`config.mk`:
```
export PLATFORM = sky130hd
export DESIGN_NAME = mprs_pat_row
export DESIGN_NICKNAME = d
export VERILOG_FILES = /design/src/design/mprs_pkg.sv /design/src/design/mprs_pat_row.sv
export SDC_FILE = /design/constraint.sdc
export NUM_CORES = 2
export LEC_CHECK = 0
export BUFFER_PORTS_ARGS = -buffer_cell sky130_fd_sc_hd__buf_2
export CAP_MARGIN = 20
export CELL_PAD_IN_SITES_DETAIL_PLACEMENT = 1
export CELL_PAD_IN_SITES_GLOBAL_PLACEMENT = 1
export CORE_UTILIZATION = 46
export DETAILED_ROUTE_END_ITERATION = 10
export PLACE_DENSITY_LB_ADDON = 0.2
export SETUP_SLACK_MARGIN = 0.5
export SLEW_MARGIN = 20
export SYNTH_ARGS = -nofsm -noshare
export SYNTH_HDL_FRONTEND = slang
export SYNTH_SLANG_ARGS = --single-unit
```
`constraint.sdc`:
```
create_clock -name clock -period 6.77 [get_ports clock]
set_input_delay 1.354 -clock clock [delete_from_list [all_inputs] [get_ports clock]]
set_output_delay 1.354 -clock clock [all_outputs]
set_load 0.02 [all_outputs]
```
`src/design/mprs_pkg.sv`:
```
// shared constants, codes and types of the multi-pattern read screen
// depends on nothing; every other file of the block imports it

package mprs_pkg;

   // table size
   localparam int PATTERNS = 16;
   localparam int MAX_LEN  = 32;

   // item field widths
   localparam int CHAR_W = 8;
   localparam int TYPE_W = 2;
   localparam int IDX_W  = 4;
   localparam int POS_W  = 5;
   localparam int PLEN_W = 6;
   localparam int CNT_W  = 32;

   // derived widths
   localparam int LEN_W  = $clog2(MAX_LEN + 1);
   localparam int ROW_W  = (PATTERNS > 1) ? $clog2(PATTERNS) : 1;
   localparam int ADDR_W = (IDX_W > ROW_W) ? IDX_W : ROW_W;

   // request codes
   localparam logic [TYPE_W-1:0] REQ_READ       = 2'd0;
   localparam logic [TYPE_W-1:0] REQ_WRITE_CHAR = 2'd1;
   localparam logic [TYPE_W-1:0] REQ_SET_LEN    = 2'd2;

   typedef logic [CHAR_W-1:0] char_type;
   typedef logic [LEN_W-1:0] len_type;
   typedef logic [MAX_LEN-1:0][CHAR_W-1:0] line_type;

   // table write command broadcast to every pattern row
   typedef struct packed {
      logic             wr_char;
      logic             wr_len;
      logic [IDX_W-1:0] idx;
      logic [POS_W-1:0] pos;
      char_type         ch;
      len_type          len;
   } load_type;

   // window chain control
   typedef struct packed {
      logic shift;
      logic clear;
   } shift_ctl_type;

   // one result item
   typedef struct packed {
      logic             removed;
      logic [CNT_W-1:0] clean;
      logic [CNT_W-1:0] filtered;
   } result_type;

endpackage

```
`src/design/mprs_pat_row.sv`:
```
// one pattern row: holds the pattern bytes and length, keeps a copy aligned
// to the window tail and compares it against the window; depends on mprs_pkg

module mprs_pat_row (
   input  logic                        clock,
   input  logic                        reset,
   input  logic [mprs_pkg::ADDR_W-1:0] row_id,
   input  mprs_pkg::load_type          load,
   input  mprs_pkg::line_type          window,
   input  mprs_pkg::len_type           seen,
   output logic                        hit
);
   import mprs_pkg::*;

   char_type         pat_ff [MAX_LEN];
   char_type         pat_in [MAX_LEN];
   len_type          len_ff;
   len_type          len_in;
   line_type         al_ff;
   line_type         al_in;
   line_type         rev;
   logic             sel;
   logic [MAX_LEN-1:0] lane_ok;

   assign sel = (ADDR_W'(load.idx) == row_id);

   always_comb begin
      for (int k = 0; k < MAX_LEN; k++) begin
         pat_in[k] = (load.wr_char && sel && (int'(load.pos) == k)) ? load.ch : pat_ff[k];
      end
      for (int i = 0; i < MAX_LEN; i++) begin
         rev[i] = pat_in[MAX_LEN-1-i];
      end
      len_in = (load.wr_len && sel) ? load.len : len_ff;
      // lane k of the aligned copy holds pattern byte len-1-k
      al_in  = rev >> (CHAR_W * (MAX_LEN - int'(len_in)));
   end

   always_comb begin
      for (int k = 0; k < MAX_LEN; k++) begin
         lane_ok[k] = (k >= int'(len_ff)) || (window[k] == al_ff[k]);
      end
      hit = (len_ff != '0) && (len_ff <= seen) && (&lane_ok);
   end

   always_ff @(posedge clock) begin
      pat_ff <= pat_in;
      al_ff  <= al_in;
   end

   always_ff @(posedge clock) begin
      if (reset) begin
         len_ff <= '0;
      end else begin
         len_ff <= len_in;
      end
   end

endmodule

```
==> out/results.md <==
- cell with the most instances after synthesis: dfxtp_1
- maximum ir drop on the vdd rail: 0.0002108 V
- final-report hold violation count: 0
- gr ovfl total: 0
- fillers: 8427
- Initial Util: 0.4675
- drt wl/cell: 39.85 µm
- number of synthesized flops with an enable pin: 0
- mean area per synthesized cell: 8.258 µm²
- biggest area contributors in the synthesized netlist: dfxtp_1 32%, mux2_2 4.7%, o21ai_0 4.6%
- slowest cell delay on critical path: 920 ps
- area used by sequential logic in the layout: 10370 µm²
- number of standard-cell rows in the floorplan: 97
- Longest Clk Path Bufs: 3
- pins over their slew limit: 0
- CORE AREA: 70390 µm²
- largest net degree at the start of global routing: 121
- clock sink count: 518
- setup repair after global routing missed its margin: no
- Total GRT Usage: 0.5386
- proportion of register bits with asynchronous set or reset after synthesis: 0
- Fin Hold WS: 459.5 ps
- post-route clock period utilization: 0.8704
- # IOs: 294
- data arrival time of the critical path: 4540 ps
- cell area power density: 230.9 nW/µm²
- vias post-DR: 38696
- critical path peak fanout: 2
- CP Capture Type: output port
- standby leakage power: 0.01461 µW
- most utilized layer in the global route result: met2
- Area growth syn-to-layout: 14.19%
- number of storage elements in the synthesis netlist: 518
- Clock H-tree levels: 2
- headroom to the max-slew limit: 0.1675
- worst-skew pair later-pin latency: 670 ps
- count of yosys warnings during synthesis: 0
- combined area of the multi-input logic cells: 20780 µm²
- top-area cell type share of the netlist area: 0.3151
- Synth Instances: 3985
- most common flop cell mapped by yosys: dfxtp_1
- number of buffers created by CTS: 58
- area of the die: 72610 µm²
- TritonCTS clock tree: done
- count of nets after finishing: 4429
- fraction of the yosys area taken by sequential cells: 0.3151
- met2 track demand over resource: 0.7729
- min Tclk post-route: 5893 ps
- worst path cell trace: buf_2 > xor2_1 > nor4_1 > nand4_1 > o41ai_1 > nand2_1 > nor4_1 > o2111ai_1 > a221oi_1 > buf_2
- wire length of the first global-routing pass: 284000 µm
- via count of the first global-routing pass: 37078
- CTS resizes: 0
- total of max-cap violations: 0
- met3 track demand over resource: 0.1775
- routing usage on met1: 0.6862
- cell total after placement: 5009
- post-synthesis cell area: 32910 µm²
- net count of the mapped netlist: 4285
- DPL Wire Length: 152800 µm
- number of antenna violations at the first check in global routing: 7
- number of distinct library cells after synthesis: 99
- root cell of the clock tree: clkbuf_16
- width of the die: 269.5 µm
- result of the run: completed
- placed inst area: 35520 µm²
- number of hold buffers added after CTS: 0
- Worst Tran Pin Value: 1249 ps
- remaining antenna violation count after routing: 0
- critical path class: in2out
- routability congestion estimate: 1.103
- synth cell count leaders: 518 x dfxtp_1, 308 x nand2_1, 304 x o21ai_0
- peak clock frequency supported by timing: 0.1697 GHz
- aggregate negative setup slack: 0 ps
- number of iterations in the first detailed-routing pass: 6
- via-per-instance ratio: 7.556
- Slowest-stage cell, CP: o41ai_1
- post-route cell area: 37580 µm²
- proportion of layout cells with a drive suffix above 1: 0.1960
- overall routed net length: 204100 µm
- input/output buffers: 293
- violation count after the first detailed-route iteration: 6672
- worst setup skew after layout: 34.65 ps
- Die Ht: 269.5 µm
- final-report setup violation count: 0
- path type of the worst min-delay path: reg2reg
- clock-pin slew reported for the worst setup and hold paths after clock tree synthesis: 60 ps
- number of buffers added for setup after CTS: 0
- critical path data required time: 5420 ps
- category of the worst setup path launch point: primary input
- library cell with the largest summed area after synthesis: dfxtp_1
- Layout Cells excl Fill: 5121
- detailed-route DRC error count: 0
## sequential cells by signal, summed over array words and instances, names as in the netlist
name    count
al_ff     256
len_ff      6
pat_ff    256
## final timing paths
check                  startpoint                    to  slack [ps]  cells past startpoint
max reg2reg  len_ff[0]$_SDFF_PP0_  al_ff[93]$_SDFF_PP0_        2150                     14
min             pat_ff[6]$_DFF_P_     pat_ff[6]$_DFF_P_         460                      2
min reg2reg     pat_ff[6]$_DFF_P_     pat_ff[6]$_DFF_P_         460                      2
max                   window[109]                   hit         880                     10
## stage by stage
step / power [µW] / utilization / setup WS [ps]
final: 8676 / 0.5338 / 877.2
after floorplan: 4179 / - / 1606
after global routing: 8729 / 0.5338 / 855.0
after detailed placement: 5061 / 0.5046 / 484.8
after global placement: 5041 / 0.5044 / 703.9
after CTS: 8493 / 0.5338 / 992.6
## power by group
group	switching, µW	internal, µW
logic	1420	554
registers	54.1	3130
clock network	1510	2000
## cells by family after synthesis
kind of cell | after synthesis | synth area share
DFF | 518 | 0.3151
and+or+nand+nor | 1185 | 0.1793
buffers and inverters | 434 | 0.05886
adders and majority gates | 8 | 0.002966
xor gates and xnor gates | 262 | 0.06973
muxes | 282 | 0.09406
AOI/OAI and AO/OA | 1296 | 0.2799
## routing by layer
metal  part of all wire  vias to the layer above
met4              0.080                        8
met3               0.14                      821
met5            0.00031                        -
met2               0.40                     3483
met1               0.37                    18915
li1                   -                    15469
## worst max-delay path: cells and delay by family
family / cells / cell delay (ps)
AO/OA/AOI/OAI: 3 / 1390
buffers and inverters: 2 / 330
AND/OR/NAND/NOR: 4 / 1330
XOR/XNOR: 1 / 130
## placed cells by master, fill, tap and decap left out, types with 129 or more instances in the layout
master and instances:
dfxtp_1 518, nand2_1 305, o21ai_0 302, nor2_1 294, buf_2 293, buf_4 159, mux2_2 138, xnor2_1 136
mux2i_1 132, a21oi_1 129
## final cells by class
| type | instances | share of cell area |
|---|---|---|
| Timing Repair Buffer | 469 | 0.07985 |
| Antenna cell | 2 | 0.0001332 |
| Multi-Input combinational cell | 3033 | 0.5531 |
| Tap cell | 940 | 0.03130 |
| Clock buffer | 73 | 0.04282 |
| Sequential cell | 518 | 0.2760 |
| Inverter | 49 | 0.004995 |
| Clock inverter | 37 | 0.01185 |
(Power assumes the default switching activity.)
