[config.mk]
export PLATFORM = sky130hd
export DESIGN_NAME = mprs_win_cell
export DESIGN_NICKNAME = d
export VERILOG_FILES = /design/src/design/mprs_pkg.sv /design/src/design/mprs_win_cell.sv
export SDC_FILE = /design/constraint.sdc
export NUM_CORES = 1
export LEC_CHECK = 0
export ABC_CLOCK_PERIOD_IN_PS = 1000
export BUFFER_PORTS_ARGS = -buffer_cell sky130_fd_sc_hd__clkbuf_2
export CORE_AREA = 2 2 39 41
export DETAILED_ROUTE_END_ITERATION = 8
export DIE_AREA = 0 0 41 43
export SYNTH_ARGS = -nofsm -noshare
export SYNTH_HDL_FRONTEND = slang
export SYNTH_SLANG_ARGS = --single-unit
[constraint.sdc]
create_clock -name clock -period 1 [get_ports clock]
set_input_delay 0.1 -clock clock [delete_from_list [all_inputs] [get_ports clock]]
set_output_delay 0.1 -clock clock [all_outputs]
set_load 0.01 [all_outputs]
[src/design/mprs_pkg.sv]
// shared constants, codes and types of the multi-pattern read screen
// depends on nothing; every other file of the block imports it

package mprs_pkg;

   // table size
   localparam int PATTERNS = 16;
   localparam int MAX_LEN  = 32;

   // item field widths
   localparam int CHAR_W = 8;
   localparam int TYPE_W = 2;
   localparam int IDX_W  = 4;
   localparam int POS_W  = 5;
   localparam int PLEN_W = 6;
   localparam int CNT_W  = 32;

   // derived widths
   localparam int LEN_W  = $clog2(MAX_LEN + 1);
   localparam int ROW_W  = (PATTERNS > 1) ? $clog2(PATTERNS) : 1;
   localparam int ADDR_W = (IDX_W > ROW_W) ? IDX_W : ROW_W;

   // request codes
   localparam logic [TYPE_W-1:0] REQ_READ       = 2'd0;
   localparam logic [TYPE_W-1:0] REQ_WRITE_CHAR = 2'd1;
   localparam logic [TYPE_W-1:0] REQ_SET_LEN    = 2'd2;

   typedef logic [CHAR_W-1:0] char_type;
   typedef logic [LEN_W-1:0] len_type;
   typedef logic [MAX_LEN-1:0][CHAR_W-1:0] line_type;

   // table write command broadcast to every pattern row
   typedef struct packed {
      logic             wr_char;
      logic             wr_len;
      logic [IDX_W-1:0] idx;
      logic [POS_W-1:0] pos;
      char_type         ch;
      len_type          len;
   } load_type;

   // window chain control
   typedef struct packed {
      logic shift;
      logic clear;
   } shift_ctl_type;

   // one result item
   typedef struct packed {
      logic             removed;
      logic [CNT_W-1:0] clean;
      logic [CNT_W-1:0] filtered;
   } result_type;

endpackage

[src/design/mprs_win_cell.sv]
// one character cell of the sliding read window, handed on to its neighbor
// depends on mprs_pkg

module mprs_win_cell (
   input  logic                    clock,
   input  logic                    reset,
   input  mprs_pkg::shift_ctl_type ctl,
   input  mprs_pkg::char_type      left_char,
   output mprs_pkg::char_type      held_char,
   output mprs_pkg::char_type      view_char
);
   import mprs_pkg::*;

   char_type char_ff;
   char_type char_in;

   // view is the window after this cycle's shift, before the end-of-read clear
   always_comb begin
      view_char = ctl.shift ? left_char : char_ff;
      char_in   = ctl.clear ? '0 : view_char;
   end

   always_ff @(posedge clock) begin
      if (reset) begin
         char_ff <= '0;
      end else begin
         char_ff <= char_in;
      end
   end

   assign held_char = char_ff;

endmodule

==> results.yml, run 1 <==
yosys:
  ys_warn_count: 0
  postSynthCellCount: 27
  synth-seq-cells: 8
  avgSynthCellArea_um2: 13.3
  seq_area_frac_synth_pct: 44.4
  synth_area_um2: 360
  ys_types: 7
  synth_fp_nets: 39
grt:
  grt_max_degree: 9
  grt_util_all_layers_pct: 10.1
  grt_pass1_vias: 268
  grt_pass1_wl_um: 1100
  overflow: 0
  antenna_found_initial: 0
sta:
  period_needed_ns: 1.07
  tightest_slew_ns: 0.281
  finClkSkew_ns: 0
  hold_viol: 0
  fin_crit_sh_pct: 107
  fmax_ghz: 0.935
  setup_ws_ns: -0.0693
  slew_violations: 0
  rsz0062_at_grt: "true"
  slew_headroom_pct: 81.2
  setup_violations: 8
detailed_routing:
  ant_nets: 0
  wirelength_um: 836
  drc_errors: 0
  num_vias: 301
  first_pass_iters: 2
  drt-initial-drc-count: 2
  wl_per_cell_um: 11.6
  vias_per_cell: 4.18
power_and_ir_drop:
  p_seq_share_pct: 44.4
  p_sw_mw: 0.181
  ir_worst_vdd_uv: 561
  p_sw_share_pct: 23.9
  leakage_nw: 0.300
  p_int_mw: 0.574
  powerDensity_nw_per_um2: 1300
  clock_power_share_pct: 32.8
  power_frac_comb_pct: 22.8
place:
  port_buffers: 27
  globalplace.congestion: 0.663
  post_dp_cell_area_um2: 499
  hpwl_um: 616
layout:
  largest_reg_flops: 8
  finalInstanceArea_um2: 582
  drive_gt1_share_pct: 76.8
  layout_common_cells: "clkbuf_2, mux2_4, buf_6"
  diodes: 0
  final_common_cell: "clkbuf_2"
  fin_nets: 70
  areaGrowthSynthToFinish_pct: 61.5
  fin_util_pct: 42.0
worst_setup_path:
  endpoint_kind: "primary output"
  start_kind: "flop"
  crit_path_max_fanout: 2
  crit_required_ns: 0.90
  crit_type: "reg -> out"
  r2r-start: "held_char[6]"
  crit_start: "held_char[6]"
  max_stage_delay_ns: 0.32
  arrival_ns: 0.97
  slowest_stage: "dfxtp_2"
  path_cells: "mux2_4 -> buf_6"
floorplan:
  die_w_um: 41
  initial_core_util_pct: 26.0
  rows: 14
  io_pins: 28
  dieArea_um2: 1760
  core_area_um2: 1380
  dieHeight_um: 43
clock_network:
  hold_buffers: 0
  cts-htree-levels: 1
  clkTransAtPathRegs_ns: 0.05
  insertion_delay_ns: 0.26
  cts_root_buffer: "clkbuf_4"
  clk_path_buf_depth: 2
  cts_buffers: 3
  cts_tree: "yes"
  clock_sinks: 8
flow_run:
  max-cap-violations: 0
min_path:
  hp-class: "in -> reg"
  min_from: "left_char[4]"
outcome:
  violations: "negative setup slack"
  status: "finished, violations left"
==> per-layer routing <==
metal	GRT usage, %	vias up	part of all wire, %
li1	-	146	-
met1	10.4	139	32
met4	12.0	0	3.7
met3	3.14	5	4.9
met5	0	-	0
met2	13.8	11	59
==> Yosys cell counts, drive strengths merged <==
cell	n	area share (%)
dfxtp	8	44
or2	1	1.7
buf	2	4.5
nor2b	8	16
mux2	8	33
==> area by class of cell <==
class | instances | area [um^2]
Clock buffer | 3 | 22.5
Fill cell | 134 | 802
Multi-Input combinational cell | 17 | 184
Sequential cell | 8 | 163
Tap cell | 16 | 20.0
Timing Repair Buffer | 28 | 193
==> critical path: cells and delay by family (launching register included) <==
kind / cells / cell delay (ns)
mux: 1 / 0.28
flops: 1 / 0.32
buf+inv: 1 / 0.12
==> power by group through the flow <==
stage	Clock (mW)	Sequential [mW]	Combinational [mW]
2_1_floorplan	0	0.346	0.0832
3_3_place_gp	0	0.342	0.139
3_5_place_dp	0	0.342	0.140
4_1_cts	0.259	0.335	0.141
5_1_grt	0.271	0.336	0.183
6_report	0.247	0.335	0.172
==> through the flow <==
stage	std cells	hold slack (ns)	power, mW	setup WS [ns]	setup TNS [ns]
2_1_floorplan	27	0.339	0.430	0.151	0
3_3_place_gp	68	0.445	0.481	0.0614	0
3_5_place_dp	68	0.459	0.481	0.0474	0
4_1_cts	71	0.194	0.734	-0.0843	-0.560
5_1_grt	72	0.210	0.790	-0.0985	-0.710
6_report	72	0.206	0.755	-0.0693	-0.496
==> kinds of logic (layout without fill, tap and decap cells) <==
| kind of cell | count (synthesis) | count (layout) | share of synthesized area [%] |
|---|---|---|---|
| AND/OR/NAND/NOR | 9 | 9 | 17.7 |
| flip-flops | 8 | 8 | 44.4 |
| buffers and inverters | 2 | 31 | 4.51 |
| multiplexers | 8 | 8 | 33.3 |
==> path summary, 6_finish.rpt <==
path	cells after the start	slack [ns]	to
hold / removal	3	0.21	held_char[4]
hold reg to reg	2	0.62	held_char[5]
setup reg to reg	2	0.16	held_char[6]
setup / recovery	2	-0.07	view_char[6]
==> timing repair <==
item / 4_1_cts / 5_1_grt
hold endpoints to repair: 0 / 0
setup endpoints to repair: 8 / 8
resized for setup: 0 / 18
pin swaps: 0 / 0
setup buffers: 0 / 1
(Power assumes the default switching activity.)
==> inputs of run 2 (changes only) <==
--- a/config.mk
+++ b/config.mk
@@ -10,6 +10,8 @@
 export CORE_AREA = 2 2 39 41
 export DETAILED_ROUTE_END_ITERATION = 8
 export DIE_AREA = 0 0 41 43
+export GPL_TIMING_DRIVEN = 0
+export REMOVE_ABC_BUFFERS = 1
 export SYNTH_ARGS = -nofsm -noshare
 export SYNTH_HDL_FRONTEND = slang
 export SYNTH_SLANG_ARGS = --single-unit
==> results.yml, run 2 (synthesis results as in run 1) <==
clock_network:
  clkTransAtPathRegs_ns: 0.06
  cts_buffers: 3
  clk_path_buf_depth: 2
  cts_root_buffer: "clkbuf_4"
  hold_buffers: 0
  clock_sinks: 8
  insertion_delay_ns: 0.24
  cts-htree-levels: 1
  post_cts_buffers: 0
  cts_tree: "yes"
power_and_ir_drop:
  p_sw_mw: 0.178
  powerDensity_nw_per_um2: 1300
  ir_worst_vdd_uv: 417
  power_frac_comb_pct: 22.7
  p_seq_share_pct: 44.7
  p_sw_share_pct: 23.7
  leakage_nw: 0.295
  clock_power_share_pct: 32.7
  p_int_mw: 0.573
worst_setup_path:
  worst-r2r-setup-slack_ns: 0.17
  crit_type: "reg -> out"
  crit_path_max_fanout: 2
  cp_top_family: "flip-flops"
  arrival_ns: 0.96
  reg2regPathDepth: 2
  crit_required_ns: 0.90
  start_kind: "flop"
  path_cells: "mux2_4 -> buf_6"
  worst-path-buf-inv: 1
  rr_endpoint: "held_char[2]"
  endpoint_kind: "primary output"
  max_stage_delay_ns: 0.32
  path_depth: 2
  slowest_stage: "dfxtp_2"
  r2r-start: "held_char[2]"
grt:
  grt_max_degree: 9
  overflow: 0
  antenna_found_initial: 0
  grt_pass1_wl_um: 1080
  grt_pass1_vias: 257
  grt_util_all_layers_pct: 9.44
floorplan:
  dieArea_um2: 1760
  die_w_um: 41
  core_area_um2: 1380
  io_pins: 28
  initial_core_util_pct: 26.0
  dieHeight_um: 43
  rows: 14
layout:
  finalInstanceArea_um2: 576
  final_common_cell: "clkbuf_2"
  areaGrowthSynthToFinish_pct: 59.7
  fin_nets: 69
  multiInputGateArea_um2: 184
  layout_common_cells: "clkbuf_2, mux2_4, buf_6"
  diodes: 0
  regArea_um2: 164
  final_cell_count_no_fill: 71
  largest_reg_flops: 8
  fillers: 147
  drive_gt1_share_pct: 78.2
place:
  globalplace.congestion: 0.643
  dp.cells: 68
  hpwl_um: 542
  port_buffers: 27
  post_dp_cell_area_um2: 499
sta:
  fmax_ghz: 0.943
  slew_violations: 0
  fin_crit_sh_pct: 106
  slew_headroom_pct: 79.7
  hold_viol: 0
  setup_ws_ns: -0.0601
  setup_violations: 8
  tightest_slew_ns: 0.305
  rsz0062_at_grt: "true"
  period_needed_ns: 1.06
  finClkSkew_ns: 0
detailed_routing:
  first_pass_iters: 4
  num_vias: 303
  ant_nets: 0
  wirelength_um: 808
  wl_per_cell_um: 11.4
  vias_per_cell: 4.27
  drt-initial-drc-count: 1
  drc_errors: 0
min_path:
  hold_depth: 3
  min_from: "left_char[7]"
  hold_path_end: "held_char[7]"
  hp-class: "in -> reg"
outcome:
  violations: "negative setup slack"
  status: "finished, violations left"
flow_run:
  max-cap-violations: 0
## run 2: cell types whose count changed in the layout (fill, tap and decap cells not counted)
cell and delta:
dfxtp_2 +1, dfxtp_1 -1, buf_4 -1
## run 2: layer usage
metal  global-route usage [%]  vias to the layer above  wire [um]
met3                     3.14                        2         46
li1                         -                      146          -
met1                     12.5                      144        325
met4                     8.00                        0         13
met2                     11.6                       11        423
met5                        0                        -          0
## run 2: worst max path at each step
stage	slack, ns	endpoint	from
2_1_floorplan	0.15	held_char[0]	held_char[0]
3_3_place_gp	0.03	held_char[6]	ctl[1]
3_5_place_dp	0.03	held_char[6]	ctl[1]
4_1_cts	-0.07	view_char[2]	held_char[2]
5_1_grt	-0.1	view_char[2]	held_char[2]
6_report	-0.06	view_char[2]	held_char[2]
## run 2: area by class of cell
class	count	area share [%]
repair buffers	27	32.2
well taps	16	3.48
flip-flops and latches	8	28.5
multi-input cells	17	32.0
clock buffers	3	3.91
## run 2: what timing repair did
item                                   CTS  global route
endpoints found under the hold margin    0             0
setup endpoints to repair                8             8
gates resized for setup                  0            20
## run 2: power groups by stage
stage	sequential, mW	combinational (mW)	clock (mW)
5_1_grt	0.337	0.182	0.275
3_5_place_dp	0.341	0.140	0
2_1_floorplan	0.346	0.0712	0
6_report	0.335	0.170	0.245
3_3_place_gp	0.341	0.139	0
4_1_cts	0.334	0.141	0.258
## run 2: worst register-to-register path, stage by stage, from the launching register on
cell     delay [ns]
dfxtp_2        0.32
mux2_4         0.27
nor2b_1        0.13
## run 2: stage by stage
stage / utilization, % / TNS [ns] / hold WS [ns] / power, mW / setup slack [ns]
final: 41.6 / -0.417 / 0.215 / 0.750 / -0.0601
after global routing: 41.6 / -0.713 / 0.223 / 0.794 / -0.0966
after CTS: 37.7 / -0.480 / 0.195 / 0.733 / -0.0732
after detailed placement: 36.1 / 0 / 0.457 / 0.481 / 0.0283
after global placement: 36.1 / 0 / 0.448 / 0.480 / 0.0294
after floorplan: - / 0 / 0.339 / 0.418 / 0.150
==> inputs of run 3 (changes only) <==
--- a/config.mk
+++ b/config.mk
@@ -15,3 +15,4 @@
 export SYNTH_ARGS = -nofsm -noshare
 export SYNTH_HDL_FRONTEND = slang
 export SYNTH_SLANG_ARGS = --single-unit
+export TNS_END_PERCENT = 50
==> results.yml, run 3 (synthesis results as in run 1) <==
clock_network:
  hold_buffers: 0
  cts_buffers: 3
  clk_path_buf_depth: 2
  cts_tree: "yes"
  post_cts_buffers: 0
  clock_sinks: 8
  insertion_delay_ns: 0.24
  cts-htree-levels: 1
  cts_root_buffer: "clkbuf_4"
  clkTransAtPathRegs_ns: 0.06
min_path:
  hold_depth: 3
  hp-class: "in -> reg"
  hold_path_end: "held_char[0]"
  min_from: "left_char[0]"
grt:
  grt_max_degree: 9
  grt_pass1_wl_um: 1080
  grt_pass1_vias: 257
  antenna_found_initial: 0
  grt_util_all_layers_pct: 9.44
  overflow: 0
floorplan:
  dieHeight_um: 43
  dieArea_um2: 1760
  initial_core_util_pct: 26.0
  io_pins: 28
  core_area_um2: 1380
  die_w_um: 41
  rows: 14
sta:
  slew_headroom_pct: 79.9
  fmax_ghz: 0.948
  fin_crit_sh_pct: 106
  rsz0062_at_grt: "true"
  tightest_slew_ns: 0.302
  setup_ws_ns: -0.0553
  hold_viol: 0
  setup_violations: 8
  finClkSkew_ns: 0
  slew_violations: 0
  period_needed_ns: 1.06
worst_setup_path:
  max_stage_delay_ns: 0.32
  crit_start: "held_char[2]"
  crit_type: "reg -> out"
  endpoint_kind: "primary output"
  crit_path_max_fanout: 2
  worst-r2r-setup-slack_ns: 0.17
  start_kind: "flop"
  slowest_stage: "dfxtp_2"
  crit_required_ns: 0.90
  path_cells: "mux2_4 -> buf_6"
  arrival_ns: 0.96
  worst-path-buf-inv: 1
  reg2regPathDepth: 2
  cp_top_family: "flip-flops"
  rr_endpoint: "held_char[2]"
  r2r-start: "held_char[2]"
layout:
  largest_reg_flops: 8
  areaGrowthSynthToFinish_pct: 52.4
  diodes: 0
  layout_common_cells: "clkbuf_2, mux2_4, nor2b_1"
  fin_nets: 69
  final_common_cell: "clkbuf_2"
  fillers: 148
  drive_gt1_share_pct: 76.4
power_and_ir_drop:
  leakage_nw: 0.288
  totalPowerFinal_mw: 0.729
  ir_worst_vdd_uv: 393
  powerDensity_nw_per_um2: 1330
detailed_routing:
  drt-initial-drc-count: 1
  first_pass_iters: 4
  num_vias: 297
  wirelength_um: 743
  drc_errors: 0
  ant_nets: 0
  vias_per_cell: 4.18
  wl_per_cell_um: 10.5
place:
  globalplace.congestion: 0.643
  hpwl_um: 542
  port_buffers: 27
  place_ws_ns: 0.0283
outcome:
  violations: "negative setup slack"
  status: "finished, violations left"
flow_run:
  max-cap-violations: 0
==> run 3: cell types whose count changed in the layout (fill, tap and decap cells not counted) <==
cell      previous run  this run
buf_6                8         4
clkbuf_2            19        23
dfxtp_1              5         6
dfxtp_2              3         2
==> run 3: timing repair <==
item                       4_1_cts  5_1_grt
resized for setup                0       11
pin swaps                        0        0
setup endpoints to repair        8        8
==> run 3: worst max-delay path by stage <==
stage,end,depth (start not counted),slack [ns]
6_report,view_char[2],2,-0.06
4_1_cts,view_char[2],2,-0.07
3_5_place_dp,held_char[6],3,0.03
5_1_grt,view_char[2],2,-0.09
2_1_floorplan,held_char[0],2,0.15
3_3_place_gp,held_char[6],3,0.03
==> run 3: stage by stage <==
stage	cell area, um^2	hold WS (ns)	util, %	instances	setup TNS (ns)
after floorplan	344	0.339	-	25	0
after global placement	499	0.448	36.1	68	0
after detailed placement	499	0.457	36.1	68	0
after CTS	522	0.195	37.7	71	-0.480
after global routing	549	0.206	39.7	71	-0.678
final	549	0.205	39.7	71	-0.380
==> run 3: layer usage <==
metal / track usage, % / wire [um] / vias to the layer above
li1: - / - / 147
met1: 12.5 / 314 / 137
met2: 11.6 / 369 / 11
met3: 3.14 / 44 / 2
met4: 8.00 / 14 / 0
met5: 0 / 0 / -
==> run 3: final cells by class <==
type                       instances  area (um^2)  share of cell area, %
multi-input combinational         17          184                   33.5
sequential                         8          163                   29.6
timing repair buffer              27          160                   29.2
tap                               16         20.0                   3.64
clock buffer                       3         22.5                   4.10
==> run 3: tightest hold or removal path: stages <==
cell and delay (ns):
clkbuf_2 0.07, mux2_4 0.13, nor2b_1 0.10
==> run 3: power breakdown <==
group          leakage (nW)  internal, mW  switching, mW
clock network        0.0138         0.137          0.103
logic                 0.208        0.0926         0.0611
registers            0.0661         0.330        0.00503
